--- src/hw/rtl/ipdd_pkg.sv ---
`timescale 1ns / 1ps
`default_nettype none
// ----------------------------------------------------------------------------
// IR pulse-distance decoder package
// Shared widths, register indexes, reset values and the event word that
// travels from the classifier to the frame sequencer.
// ----------------------------------------------------------------------------
package ipdd_pkg;

    // Timer and register widths.
    localparam int TIME_W     = 32;
    localparam int NUM_REGS   = 8;
    localparam int CFG_IDX_W  = 3;
    localparam int BITS_W     = 6;

    // Frame geometry.
    localparam logic [BITS_W-1:0] FRAME_BITS       = 6'd32;
    localparam logic [BITS_W-1:0] LEADER_HOLD_BITS = 6'd16;

    // Input mode codes.
    localparam logic MODE_CAPTURE = 1'b0;
    localparam logic MODE_ACK     = 1'b1;

    // Configuration register indexes.
    typedef enum logic [CFG_IDX_W-1:0] {
        CFG_ZERO_MIN      = 3'd0,
        CFG_ZERO_MAX      = 3'd1,
        CFG_ONE_MIN       = 3'd2,
        CFG_ONE_MAX       = 3'd3,
        CFG_LEADER_MIN    = 3'd4,
        CFG_LEADER_MAX    = 3'd5,
        CFG_TIMEOUT_ABOVE = 3'd6,
        CFG_NOISE_BELOW   = 3'd7
    } t_cfg_idx;

    // Register reset values in timer ticks.
    localparam logic [TIME_W-1:0] CFG_RESET [NUM_REGS] = '{
        32'd142800, 32'd306000, 32'd346800, 32'd501840,
        32'd1632000, 32'd3060000, 32'd20400000, 32'd40800
    };

    // Interval class, using the priority order of the decoding state.
    typedef enum logic [2:0] {
        CLS_ACK,
        CLS_ZERO,
        CLS_ONE,
        CLS_ABORT,
        CLS_LEADER,
        CLS_NONE
    } t_cls;

    // Classified event word.
    typedef struct packed {
        t_cls kind;
        logic is_leader;
    } t_evt;

    // Frame sequencer states.
    typedef enum logic {
        ST_WAIT,
        ST_DECODE
    } t_dec_state;

endpackage
`default_nettype wire

--- src/hw/rtl/ipdd_in_if.sv ---
`timescale 1ns / 1ps
`default_nettype none
// ----------------------------------------------------------------------------
// IR decoder input channel
// Valid/ready channel carrying one capture or acknowledge word.
// ----------------------------------------------------------------------------
interface ipdd_in_if;
    logic                        valid;
    logic                        ready;
    logic                        mode;
    logic [ipdd_pkg::TIME_W-1:0] capture_time;

    modport source (output valid, output mode, output capture_time, input ready);
    modport sink   (input valid, input mode, input capture_time, output ready);
endinterface
`default_nettype wire

--- src/hw/rtl/ipdd_out_if.sv ---
`timescale 1ns / 1ps
`default_nettype none
// ----------------------------------------------------------------------------
// IR decoder result channel
// Valid/ready channel carrying one result word per input word.
// ----------------------------------------------------------------------------
interface ipdd_out_if;
    logic                        valid;
    logic                        ready;
    logic [ipdd_pkg::TIME_W-1:0] code;
    logic                        code_ready;
    logic                        code_dropped;
    logic                        busy_res;

    modport source (output valid, output code, output code_ready,
                    output code_dropped, output busy_res, input ready);
    modport sink   (input valid, input code, input code_ready,
                    input code_dropped, input busy_res, output ready);
endinterface
`default_nettype wire

--- src/hw/rtl/ipdd_front.sv ---
`timescale 1ns / 1ps
`default_nettype none
// ----------------------------------------------------------------------------
// IR decoder front end
// Holds the threshold registers and the previous timestamp, forms the
// interval of each capture word and classifies it into an event word.
// ----------------------------------------------------------------------------
module ipdd_front (
    input  logic                           i_clk,
    input  logic                           i_rst_n,
    ipdd_in_if.sink                        i_in,
    input  logic                           i_q_full,
    input  logic                           i_cfg_we,
    input  logic [ipdd_pkg::CFG_IDX_W-1:0] i_cfg_idx,
    input  logic [ipdd_pkg::TIME_W-1:0]    i_cfg_data,
    output logic                           o_push,
    output ipdd_pkg::t_evt                 o_evt
);

    logic [ipdd_pkg::TIME_W-1:0] r_cfg [ipdd_pkg::NUM_REGS];
    logic [ipdd_pkg::TIME_W-1:0] r_prev;
    logic [ipdd_pkg::TIME_W-1:0] w_diff;
    logic [ipdd_pkg::TIME_W-1:0] w_iv;
    logic                        w_in_zero;
    logic                        w_in_one;
    logic                        w_in_leader;
    logic                        w_timeout;
    logic                        w_noise;

    // The queue takes a word whenever it has room.
    assign i_in.ready = !i_q_full;
    assign o_push     = i_in.valid && !i_q_full;

    // Interval since the previous edge; an equal timestamp counts as all ones.
    assign w_diff = i_in.capture_time - r_prev;
    assign w_iv   = (w_diff == '0) ? '1 : w_diff;

    // Range checks against the thresholds.
    assign w_in_zero   = (w_iv >= r_cfg[ipdd_pkg::CFG_ZERO_MIN])
                      && (w_iv <= r_cfg[ipdd_pkg::CFG_ZERO_MAX]);
    assign w_in_one    = (w_iv >= r_cfg[ipdd_pkg::CFG_ONE_MIN])
                      && (w_iv <= r_cfg[ipdd_pkg::CFG_ONE_MAX]);
    assign w_in_leader = (w_iv >= r_cfg[ipdd_pkg::CFG_LEADER_MIN])
                      && (w_iv <= r_cfg[ipdd_pkg::CFG_LEADER_MAX]);
    assign w_timeout   = w_iv > r_cfg[ipdd_pkg::CFG_TIMEOUT_ABOVE];
    assign w_noise     = w_iv < r_cfg[ipdd_pkg::CFG_NOISE_BELOW];

    // Priority classification for the decoding state; the bare leader
    // check is carried alongside for the waiting state.
    always_comb begin
        if (i_in.mode == ipdd_pkg::MODE_ACK) begin
            o_evt.kind = ipdd_pkg::CLS_ACK;
        end else if (w_in_zero) begin
            o_evt.kind = ipdd_pkg::CLS_ZERO;
        end else if (w_in_one) begin
            o_evt.kind = ipdd_pkg::CLS_ONE;
        end else if (w_timeout || w_noise) begin
            o_evt.kind = ipdd_pkg::CLS_ABORT;
        end else if (w_in_leader) begin
            o_evt.kind = ipdd_pkg::CLS_LEADER;
        end else begin
            o_evt.kind = ipdd_pkg::CLS_NONE;
        end
        o_evt.is_leader = w_in_leader;
    end

    // Threshold registers, written from the configuration port.
    always_ff @(posedge i_clk) begin
        if (!i_rst_n) begin
            for (int i = 0; i < ipdd_pkg::NUM_REGS; i++) begin
                r_cfg[i] <= ipdd_pkg::CFG_RESET[i];
            end
        end else if (i_cfg_we) begin
            r_cfg[i_cfg_idx] <= i_cfg_data;
        end
    end

    // Previous timestamp; acknowledge words leave it unchanged.
    always_ff @(posedge i_clk) begin
        if (!i_rst_n) begin
            r_prev <= '0;
        end else if (o_push && (i_in.mode == ipdd_pkg::MODE_CAPTURE)) begin
            r_prev <= i_in.capture_time;
        end
    end

endmodule
`default_nettype wire

--- src/hw/rtl/ipdd_queue.sv ---
`timescale 1ns / 1ps
`default_nettype none
// ----------------------------------------------------------------------------
// IR decoder event queue
// Two-entry queue of event words between the classifier and the sequencer.
// Push and pop may happen in the same cycle.
// ----------------------------------------------------------------------------
module ipdd_queue (
    input  logic           i_clk,
    input  logic           i_rst_n,
    input  logic           i_push,
    input  ipdd_pkg::t_evt i_evt,
    input  logic           i_pop,
    output logic           o_valid,
    output logic           o_full,
    output ipdd_pkg::t_evt o_evt
);

    ipdd_pkg::t_evt r_mem [2];
    logic           r_wr_ptr;
    logic           r_rd_ptr;
    logic [1:0]     r_count;
    logic [1:0]     n_count;

    assign o_valid = (r_count != 2'd0);
    assign o_full  = (r_count == 2'd2);
    assign o_evt   = r_mem[r_rd_ptr];

    // Occupancy after this cycle's push and pop.
    always_comb begin
        n_count = r_count;
        if (i_push && !i_pop) begin
            n_count = r_count + 2'd1;
        end else if (!i_push && i_pop) begin
            n_count = r_count - 2'd1;
        end
    end

    // Pointers and count.
    always_ff @(posedge i_clk) begin
        if (!i_rst_n) begin
            r_wr_ptr <= 1'b0;
            r_rd_ptr <= 1'b0;
            r_count  <= 2'd0;
        end else begin
            if (i_push) begin
                r_wr_ptr <= !r_wr_ptr;
            end
            if (i_pop) begin
                r_rd_ptr <= !r_rd_ptr;
            end
            r_count <= n_count;
        end
    end

    // Entry storage.
    always_ff @(posedge i_clk) begin
        if (i_push) begin
            r_mem[r_wr_ptr] <= i_evt;
        end
    end

endmodule
`default_nettype wire

--- src/hw/rtl/ipdd_back.sv ---
`timescale 1ns / 1ps
`default_nettype none
// ----------------------------------------------------------------------------
// IR decoder frame sequencer
// Consumes event words, shifts in data bits, publishes or drops finished
// frames, tracks the busy flag and holds the result register.
// ----------------------------------------------------------------------------
module ipdd_back (
    input  logic           i_clk,
    input  logic           i_rst_n,
    input  logic           i_q_valid,
    input  ipdd_pkg::t_evt i_evt,
    output logic           o_pop,
    ipdd_out_if.source     o_out
);

    ipdd_pkg::t_dec_state            r_state;
    ipdd_pkg::t_dec_state            n_state;
    logic [ipdd_pkg::TIME_W-1:0]     r_shift;
    logic [ipdd_pkg::TIME_W-1:0]     n_shift;
    logic [ipdd_pkg::BITS_W-1:0]     r_bits;
    logic [ipdd_pkg::BITS_W-1:0]     n_bits;
    logic [ipdd_pkg::TIME_W-1:0]     r_code;
    logic [ipdd_pkg::TIME_W-1:0]     n_code;
    logic                            r_busy;
    logic                            n_busy;
    logic                            n_ready;
    logic                            n_dropped;

    logic                            r_out_valid;
    logic [ipdd_pkg::TIME_W-1:0]     r_out_code;
    logic                            r_out_ready;
    logic                            r_out_dropped;
    logic                            r_out_busy;

    logic                            w_capture;
    logic                            w_decode;
    logic                            w_take;
    logic                            w_bit;
    logic [ipdd_pkg::BITS_W-1:0]     w_bits_taken;
    logic                            w_start;
    logic                            w_abort;
    logic                            w_done;

    // Take an event when the result register is free or being emptied.
    assign o_pop = i_q_valid && (!r_out_valid || o_out.ready);

    // Event decode against the current state.
    assign w_capture    = o_pop && (i_evt.kind != ipdd_pkg::CLS_ACK);
    assign w_decode     = (r_state == ipdd_pkg::ST_DECODE);
    assign w_take       = w_capture && w_decode
                       && ((i_evt.kind == ipdd_pkg::CLS_ZERO)
                        || (i_evt.kind == ipdd_pkg::CLS_ONE));
    assign w_bit        = (i_evt.kind == ipdd_pkg::CLS_ONE);
    assign w_bits_taken = (r_bits != '0) ? (r_bits - 1'b1) : r_bits;
    assign w_abort      = w_capture && w_decode && (i_evt.kind == ipdd_pkg::CLS_ABORT);
    assign w_done       = w_take && (w_bits_taken == '0);
    assign w_start      = w_capture
                       && ((w_decode && (i_evt.kind == ipdd_pkg::CLS_LEADER)
                            && (r_bits != ipdd_pkg::LEADER_HOLD_BITS))
                        || (!w_decode && i_evt.is_leader));

    // Next state.
    always_comb begin
        n_state = r_state;
        case (r_state)
            ipdd_pkg::ST_WAIT: begin
                if (w_start) begin
                    n_state = ipdd_pkg::ST_DECODE;
                end
            end
            ipdd_pkg::ST_DECODE: begin
                if (w_abort || w_done) begin
                    n_state = ipdd_pkg::ST_WAIT;
                end
            end
            default: begin
                n_state = ipdd_pkg::ST_WAIT;
            end
        endcase
    end

    // Frame data, published code, busy flag and result flags.
    always_comb begin
        n_shift   = r_shift;
        n_bits    = r_bits;
        n_code    = r_code;
        n_busy    = r_busy;
        n_ready   = 1'b0;
        n_dropped = 1'b0;
        if (w_take) begin
            n_bits  = w_bits_taken;
            n_shift = {r_shift[ipdd_pkg::TIME_W-2:0], w_bit};
        end
        if (w_start) begin
            n_bits  = ipdd_pkg::FRAME_BITS;
            n_shift = '0;
            n_code  = '0;
        end
        if (w_done) begin
            if (!r_busy) begin
                n_busy  = 1'b1;
                n_code  = n_shift;
                n_ready = 1'b1;
            end else begin
                n_dropped = 1'b1;
            end
        end
        if (o_pop && (i_evt.kind == ipdd_pkg::CLS_ACK)) begin
            n_busy = 1'b0;
        end
    end

    // Architectural state.
    always_ff @(posedge i_clk) begin
        if (!i_rst_n) begin
            r_state <= ipdd_pkg::ST_WAIT;
            r_shift <= '0;
            r_bits  <= ipdd_pkg::FRAME_BITS;
            r_code  <= '0;
            r_busy  <= 1'b0;
        end else begin
            r_state <= n_state;
            r_shift <= n_shift;
            r_bits  <= n_bits;
            r_code  <= n_code;
            r_busy  <= n_busy;
        end
    end

    // Result register valid.
    always_ff @(posedge i_clk) begin
        if (!i_rst_n) begin
            r_out_valid <= 1'b0;
        end else if (o_pop) begin
            r_out_valid <= 1'b1;
        end else if (o_out.ready) begin
            r_out_valid <= 1'b0;
        end
    end

    // Result register payload.
    always_ff @(posedge i_clk) begin
        if (o_pop) begin
            r_out_code    <= n_code;
            r_out_ready   <= n_ready;
            r_out_dropped <= n_dropped;
            r_out_busy    <= n_busy;
        end
    end

    assign o_out.valid        = r_out_valid;
    assign o_out.code         = r_out_code;
    assign o_out.code_ready   = r_out_ready;
    assign o_out.code_dropped = r_out_dropped;
    assign o_out.busy_res     = r_out_busy;

endmodule
`default_nettype wire

--- src/hw/rtl/ir_pulse_distance_decoder_top.sv ---
`timescale 1ns / 1ps
`default_nettype none
// ----------------------------------------------------------------------------
// IR pulse-distance decoder, top level
// Decodes pulse-distance remote frames from falling-edge timestamps.
//
//   Channel  Dir  Handshake      Word
//   i_in     in   valid/ready    mode, capture_time
//   o_out    out  valid/ready    code, code_ready, code_dropped, busy_res
//   cfg      in   i_cfg_we only  i_cfg_idx, i_cfg_data
//
// One word per cycle is sustained while the result side keeps taking words.
// A taken word is classified and written into the queue, the sequencer
// then pops it into the result register, and the result leaves from
// there. The result register and the two-entry queue hold up to three words;
// the input stalls whenever the queue is full.
// Synchronous reset restores the thresholds and clears the frame state.
// ----------------------------------------------------------------------------
module ir_pulse_distance_decoder_top (
    input  logic                           i_clk,
    input  logic                           i_rst_n,
    ipdd_in_if.sink                        i_in,
    ipdd_out_if.source                     o_out,
    input  logic                           i_cfg_we,
    input  logic [ipdd_pkg::CFG_IDX_W-1:0] i_cfg_idx,
    input  logic [ipdd_pkg::TIME_W-1:0]    i_cfg_data
);

    logic           w_push;
    logic           w_pop;
    logic           w_q_valid;
    logic           w_q_full;
    ipdd_pkg::t_evt w_evt_in;
    ipdd_pkg::t_evt w_evt_out;

    // Classifier.
    ipdd_front u_front (
        .i_clk      (i_clk),
        .i_rst_n    (i_rst_n),
        .i_in       (i_in),
        .i_q_full   (w_q_full),
        .i_cfg_we   (i_cfg_we),
        .i_cfg_idx  (i_cfg_idx),
        .i_cfg_data (i_cfg_data),
        .o_push     (w_push),
        .o_evt      (w_evt_in)
    );

    // Event queue.
    ipdd_queue u_queue (
        .i_clk   (i_clk),
        .i_rst_n (i_rst_n),
        .i_push  (w_push),
        .i_evt   (w_evt_in),
        .i_pop   (w_pop),
        .o_valid (w_q_valid),
        .o_full  (w_q_full),
        .o_evt   (w_evt_out)
    );

    // Frame sequencer.
    ipdd_back u_back (
        .i_clk     (i_clk),
        .i_rst_n   (i_rst_n),
        .i_q_valid (w_q_valid),
        .i_evt     (w_evt_out),
        .o_pop     (w_pop),
        .o_out     (o_out)
    );

    // A taken word is in the queue at the next edge.
    a_push_lands: assert property (@(posedge i_clk) disable iff (!i_rst_n)
        w_push |=> w_q_valid)
        else $error("accepted word did not reach the queue");

    // A finished frame is either published or dropped, never both.
    a_ready_drop_excl: assert property (@(posedge i_clk) disable iff (!i_rst_n)
        o_out.valid |-> !(o_out.code_ready && o_out.code_dropped))
        else $error("frame both published and dropped");

    // Publishing sets busy, and a drop only happens while busy.
    a_publish_busy: assert property (@(posedge i_clk) disable iff (!i_rst_n)
        (o_out.valid && (o_out.code_ready || o_out.code_dropped)) |-> o_out.busy_res)
        else $error("frame completion without busy set");

    // The queue never pops when empty.
    a_pop_nonempty: assert property (@(posedge i_clk) disable iff (!i_rst_n)
        w_pop |-> w_q_valid)
        else $error("pop from empty queue");

endmodule
`default_nettype wire
--- src/flat_wrapper.sv ---
// flat-port wrapper written by rule: the top's interface ports become plain ports
module ir_pulse_distance_decoder_top_flat 
  (i_clk, i_rst_n, i_cfg_we, i_cfg_idx, i_cfg_data, i_in_valid, i_in_mode, i_in_capture_time, i_in_ready, o_out_valid, o_out_code, o_out_code_ready, o_out_code_dropped, o_out_busy_res, o_out_ready);
  ipdd_in_if i_in_i ();
  ipdd_out_if o_out_i ();
  input  logic i_clk;
  input  logic i_rst_n;
  input  logic i_cfg_we;
  input  logic [ipdd_pkg::CFG_IDX_W-1:0] i_cfg_idx;
  input  logic [ipdd_pkg::TIME_W-1:0] i_cfg_data;
  input wire logic [$bits(i_in_i.valid)-1:0] i_in_valid;
  input wire logic [$bits(i_in_i.mode)-1:0] i_in_mode;
  input wire logic [$bits(i_in_i.capture_time)-1:0] i_in_capture_time;
  output wire logic [$bits(i_in_i.ready)-1:0] i_in_ready;
  output wire logic [$bits(o_out_i.valid)-1:0] o_out_valid;
  output wire logic [$bits(o_out_i.code)-1:0] o_out_code;
  output wire logic [$bits(o_out_i.code_ready)-1:0] o_out_code_ready;
  output wire logic [$bits(o_out_i.code_dropped)-1:0] o_out_code_dropped;
  output wire logic [$bits(o_out_i.busy_res)-1:0] o_out_busy_res;
  input wire logic [$bits(o_out_i.ready)-1:0] o_out_ready;
  assign i_in_i.valid = i_in_valid;
  assign i_in_i.mode = i_in_mode;
  assign i_in_i.capture_time = i_in_capture_time;
  assign i_in_ready = i_in_i.ready;
  assign o_out_valid = o_out_i.valid;
  assign o_out_code = o_out_i.code;
  assign o_out_code_ready = o_out_i.code_ready;
  assign o_out_code_dropped = o_out_i.code_dropped;
  assign o_out_busy_res = o_out_i.busy_res;
  assign o_out_i.ready = o_out_ready;
  ir_pulse_distance_decoder_top u_core (.i_clk(i_clk), .i_rst_n(i_rst_n), .i_in(i_in_i), .o_out(o_out_i), .i_cfg_we(i_cfg_we), .i_cfg_idx(i_cfg_idx), .i_cfg_data(i_cfg_data));
endmodule
--- config.mk ---
export PLATFORM = sky130hd
export DESIGN_NAME = ir_pulse_distance_decoder_top_flat
export DESIGN_NICKNAME = d
export VERILOG_FILES = /design/src/hw/rtl/ipdd_pkg.sv /design/src/hw/rtl/ipdd_in_if.sv /design/src/hw/rtl/ipdd_out_if.sv /design/src/hw/rtl/ipdd_front.sv /design/src/hw/rtl/ipdd_queue.sv /design/src/hw/rtl/ipdd_back.sv /design/src/hw/rtl/ir_pulse_distance_decoder_top.sv /design/src/flat_wrapper.sv
export SDC_FILE = /design/constraint.sdc
export NUM_CORES = 1
export LEC_CHECK = 0
export ABC_CLOCK_PERIOD_IN_PS = 18500
export BUFFER_PORTS_ARGS = -buffer_cell sky130_fd_sc_hd__buf_2
export CORE_MARGIN = 2
export CORE_UTILIZATION = 60
export DETAILED_ROUTE_END_ITERATION = 7
export PLACE_DENSITY = 0.78
export SKIP_LAST_GASP = 1
export SLEW_MARGIN = 20
export SYNTH_ARGS = -nofsm -noshare
export SYNTH_HDL_FRONTEND = slang
export SYNTH_HIERARCHICAL = 1
export SYNTH_SLANG_ARGS = --single-unit
--- constraint.sdc ---
create_clock -name i_clk -period 18.5 [get_ports i_clk]
set_clock_uncertainty 0.15 [all_clocks]
set_input_delay 3.7 -clock i_clk [delete_from_list [all_inputs] [get_ports i_clk]]
set_output_delay 3.7 -clock i_clk [all_outputs]
set_load 0.01 [all_outputs]
==> results.md <==
- The run finished with clean final reports.
- After layout, the minimum clock period comes to about 9.6 ns.
- The final count of hold timing violations is 0.
- The most common cell type on the critical path is sky130_fd_sc_hd__a21o_1.
- After the last flow step, the layout net total stands at 2913.
- Port buffering added ~110 buffers.
- After synthesis the cells add up to approximately 25000 um^2.
- TritonCTS built the clock tree.
- Walking the worst path, the cells encountered are buf_2 > inv_1 > ha_1 > fa_1 > nand2b_1 > a21o_1 > a211oi_1 > o2bb2ai_1 > a222oi_1 > and4b_1 > nand4_1 > or4b_4 > nand2b_1 > ha_1 > a21o_1 > a21o_1 > a21o_1 > a21oi_1 > o21ai_0 > a21oi_1 > o21ai_0 > a221oi_1 > a31o_2 > a31oi_1.
- The commonest register cell after synthesis is sky130_fd_sc_hd__edfxtp_1.
- In this design, the stage delay of the slowest critical-path cell is 0.76 ns.
- The maximum fanout along the worst path is 33.
- The number of antenna violations at the first check in global routing was 2.
- Setup repair after global routing left no endpoint under its margin.
- The total nets after synthesis is around 2800.
- The count of endpoints failing setup in the final report is 0.
- Counting flops and latches in the post-synthesis netlist gives between 400 and 500.
- The transition time at the pin with the least slew margin is 1.12 ns.
- The cell row count is 74.
- The share of total power in sequential cells is around two fifths.
- Entering global routing, the biggest net connects 84 pins.
- After detailed routing, the average wire length per cell comes to around 22 um.
- The x dimension of the die is roughly 210 um.
- For the final routed database, the setup TNS stands at 0 ns.
- The global-route congestion overflow total is 0.
- The post-route netlist has between 10% and 20% of its cells at a drive strength greater than 1.
- The share of total power in the clock network is about a third.
- The share of total power in combinational logic is between 30% and 40%.
- The HPWL after detailed placement is between 40000 and 50000 um.
- Sequential cells were found to cover 45.2% of the synthesized design area.
- The endpoint arrival time on the critical path is 9.72 ns.
- The total cell area at the placement stage is between 20000 and 30000 um^2.
- The initial standard-cell utilization of the core is between 60% and 70%.
- The worst slew margin relative to its limit is 25.5%.
- The internal power summed over all cells is around 0.0019 W.
- The ratio of total power to cell area is 105 nW/um^2.
- Each instance of the synthesized netlist takes up on average 10.0 um^2.
- The tool flagged a number of max-cap violations equal to 0.
- The number of global-route vias before repair is about 19000.
- In the finished design, the share of the clock period the worst path needs comes to roughly half.
- The first TritonRoute pass finished after 8 iterations.
- The instance count of the mapped netlist is around 2500.
- The clock passes through at most 3 buffers.
- Once layout is complete, the utilization of the core stands at roughly 67%.
- The total vias in the final route is around 19000.
- For this run, asynchronously set or reset flops after synthesis account for 0%.
- The detailed router finished its first iteration with between 1000 and 1500 violations.
- The cell family contributing the most delay on the critical path is compound AO/OA/AOI/OAI gates.
- The total routing usage reported by global routing is 30.8%.
- The path type of the worst min-delay path is reg2reg.
- The Yosys warning count is 6.
- The category of the worst setup path launch point is a primary input.
- The final instance area is between 20000 and 30000 um^2.
- The sink count of the clock tree is 409.
- Static timing analysis puts the maximum clock frequency at between 100 and 150 MHz.
- For flop-to-flop paths, the worst setup slack is roughly 12 ns.
- At the worst endpoint, the required time is approximately 19 ns.
- The first global-routing pass estimated about 100000 um of wire.
- Hold repair after CTS inserted 0 buffers.
- The worst setup path is captured at a flop.
- After floorplanning, the core was sized to cover 40700 um^2.
- Counting flops with a built-in enable in the synthesized netlist gives around 300.
- The clock latency on the worst-skew pair is between 0.5 and 0.6 ns.
- The synthesis-to-finish area growth is 11.0%.
- The maximum level of the CTS H-tree is 2.
- Of the total power, the share spent switching nets is about 33%.
- After detailed routing, the number of remaining DRC violations is 0.
- The clock-pin slew on the worst setup and hold paths is approximately 0.060 ns.
- The highest ir drop seen on vdd is approximately 0.084 mV.
- The final layout contains routed wiring with a total length of 67300 um.
- The root buffer cell chosen for the clock tree is sky130_fd_sc_hd__clkbuf_16.
- The number of setup buffers added after CTS is 0.
- The type of the setup path with the least slack is in2reg.
- Once the clock tree was built, the resizer swapped 0 gates to a different size.
- The congestion estimate from routability-driven global placement came to approximately 0.91.
- The vertical die dimension is roughly 210 um.
- The slowest stage of the critical path belongs to the cell sky130_fd_sc_hd__or4b_4.
- The max-slew violation total from the final report was 0.
- For this design the static power due to leakage is approximately 12 nW.
- The via count normalized by instance count is 6.06.
- Synthesis instantiated 85 different standard cells from the library.
- The die footprint is about 43000 um^2.
- In this run the remaining antenna-violating nets after routing total 0.
- The power spent charging and discharging nets is 0.000958 W.
- The number of I/O pins is 110.
- The buffering stage count on the worst path with inverters included is 2.
- The count of fill cells added during filler insertion is 3185.
- Clock tree synthesis inserted a total of between 40 and 50 buffers.
power by group through the flow:
| stage | registers, W | logic, W | clock network [W] |
|---|---|---|---|
| 2_1_floorplan | 0.00114 | 0.000541 | 0 |
| 3_3_place_gp | 0.00112 | 0.000819 | 0 |
| 3_5_place_dp | 0.00113 | 0.000849 | 0 |
| 4_1_cts | 0.00111 | 0.000857 | 0.000919 |
| 5_1_grt | 0.00112 | 0.000954 | 0.000953 |
| 6_report | 0.00111 | 0.000872 | 0.000906 |
flip-flops by register name, summed over array words and instances, names as in the netlist, 2 cells and up, named ones only:
register	flops
u_core/u_back/r_shift	32
u_core/u_queue/r_mem	8
u_core/u_back/r_bits	6
u_core/u_queue/r_count	2
u_core/u_back/r_code	32
u_core/u_back/o_out.code	32
u_core/u_front/r_prev	32
u_core/u_front/r_cfg	256
layout make-up:
class / count / area [um^2] / share of cell area (%)
Antenna cell: 1 / 2.50 / 0.00911
Sequential cell: 409 / 11200 / 40.7
Timing Repair Buffer: 136 / 868 / 3.16
Clock inverter: 21 / 204 / 0.742
Tap cell: 532 / 666 / 2.42
Clock buffer: 63 / 1290 / 4.68
Inverter: 292 / 1100 / 3.99
Multi-Input combinational cell: 1665 / 12200 / 44.3
layer usage:
layer	GRT usage, %	share of wire [%]	vias up
li1	-	-	8935
met1	38.3	40	9087
met2	54.2	50	701
met3	4.23	6.3	164
met4	11.8	3.7	0
met5	0	0	-
metrics by stage:
stage	hold WS, ns	total power [W]	worst slack (ns)	instances
finish	0.314	0.00289	8.91	3119
CTS	0.318	0.00289	9.00	3115
global placement	0.302	0.00194	8.50	3028
floorplan	0.293	0.00168	9.47	2467
global route	0.342	0.00302	8.52	3118
detailed placement	0.310	0.00198	8.43	3031
final timing paths:
path / start / to / cells after the start
worst min register to register: u_core/u_front/r_prev[20] / u_core/u_front/r_prev[20] / 2
worst max register to register: u_core/u_front/r_prev[0] / u_core/u_queue/r_mem[0][2] / 22
worst max-delay path: i_in_capture_time[0] / u_core/u_queue/r_mem[0][2] / 24
worst min-delay path: u_core/u_front/r_prev[20] / u_core/u_front/r_prev[20] / 2
cell usage in the layout, fill, tap and decap left out, types with 56 or more instances in the layout:
cell type / synthesis / routed
sky130_fd_sc_hd__dfxtp_1: 110 / 110
sky130_fd_sc_hd__o21ai_0: 103 / 96
sky130_fd_sc_hd__nand2_1: 167 / 166
sky130_fd_sc_hd__ha_1: 290 / 290
sky130_fd_sc_hd__inv_1: 292 / 292
sky130_fd_sc_hd__or3_1: 59 / 59
sky130_fd_sc_hd__nand4_1: 68 / 68
sky130_fd_sc_hd__edfxtp_1: 299 / 299
sky130_fd_sc_hd__buf_2: 19 / 109
sky130_fd_sc_hd__a21oi_1: 129 / 129
sky130_fd_sc_hd__and2_1: 202 / 202
sky130_fd_sc_hd__nor2_1: 59 / 56
sky130_fd_sc_hd__a21o_1: 78 / 78
logic make-up after synthesis:
kind of cell	share of synthesized area, %
DFF	45.2
buffers and inverters	6.14
xor gates and xnor gates	0.990
and+or+nand+nor	18.2
AOI/OAI and AO/OA	12.9
adders and majority gates	14.7
muxes	1.92
tightest hold or removal path: stages (launching register included):
cell and delay, ns:
sky130_fd_sc_hd__dfxtp_1 0.31, sky130_fd_sc_hd__nand2_1 0.04, sky130_fd_sc_hd__a21boi_0 0.06
Yosys cell counts, drive strengths merged (5+ instances only):
library cell / n / area [um^2]
edfxtp: 299 / 8980
nor3: 53 / 265
a31o: 5 / 43.8
o211ai: 8 / 60.1
a21boi: 49 / 368
ha: 290 / 3630
and3: 42 / 263
a21bo: 6 / 60.1
o31ai: 5 / 37.5
mux2i: 7 / 70.1
mux2: 36 / 405
dfxtp: 110 / 2200
a31oi: 10 / 62.6
nor4: 6 / 37.5
a211oi: 20 / 150
inv: 292 / 1100
nor2: 60 / 228
nand3b: 5 / 37.5
xor2: 13 / 114
or3: 59 / 369
or2: 5 / 31.3
nand3: 40 / 200
a21o: 78 / 586
nand2: 168 / 633
o21ai: 113 / 569
xnor2: 15 / 131
a221o: 5 / 50.1
clkbuf: 77 / 289
and4: 10 / 87.6
nor2b: 31 / 194
nand4: 68 / 425
o21a: 17 / 135
buf: 24 / 136
nand2b: 46 / 288
and2: 202 / 1260
a21oi: 130 / 654
Power figures use the tool's default switching activity.
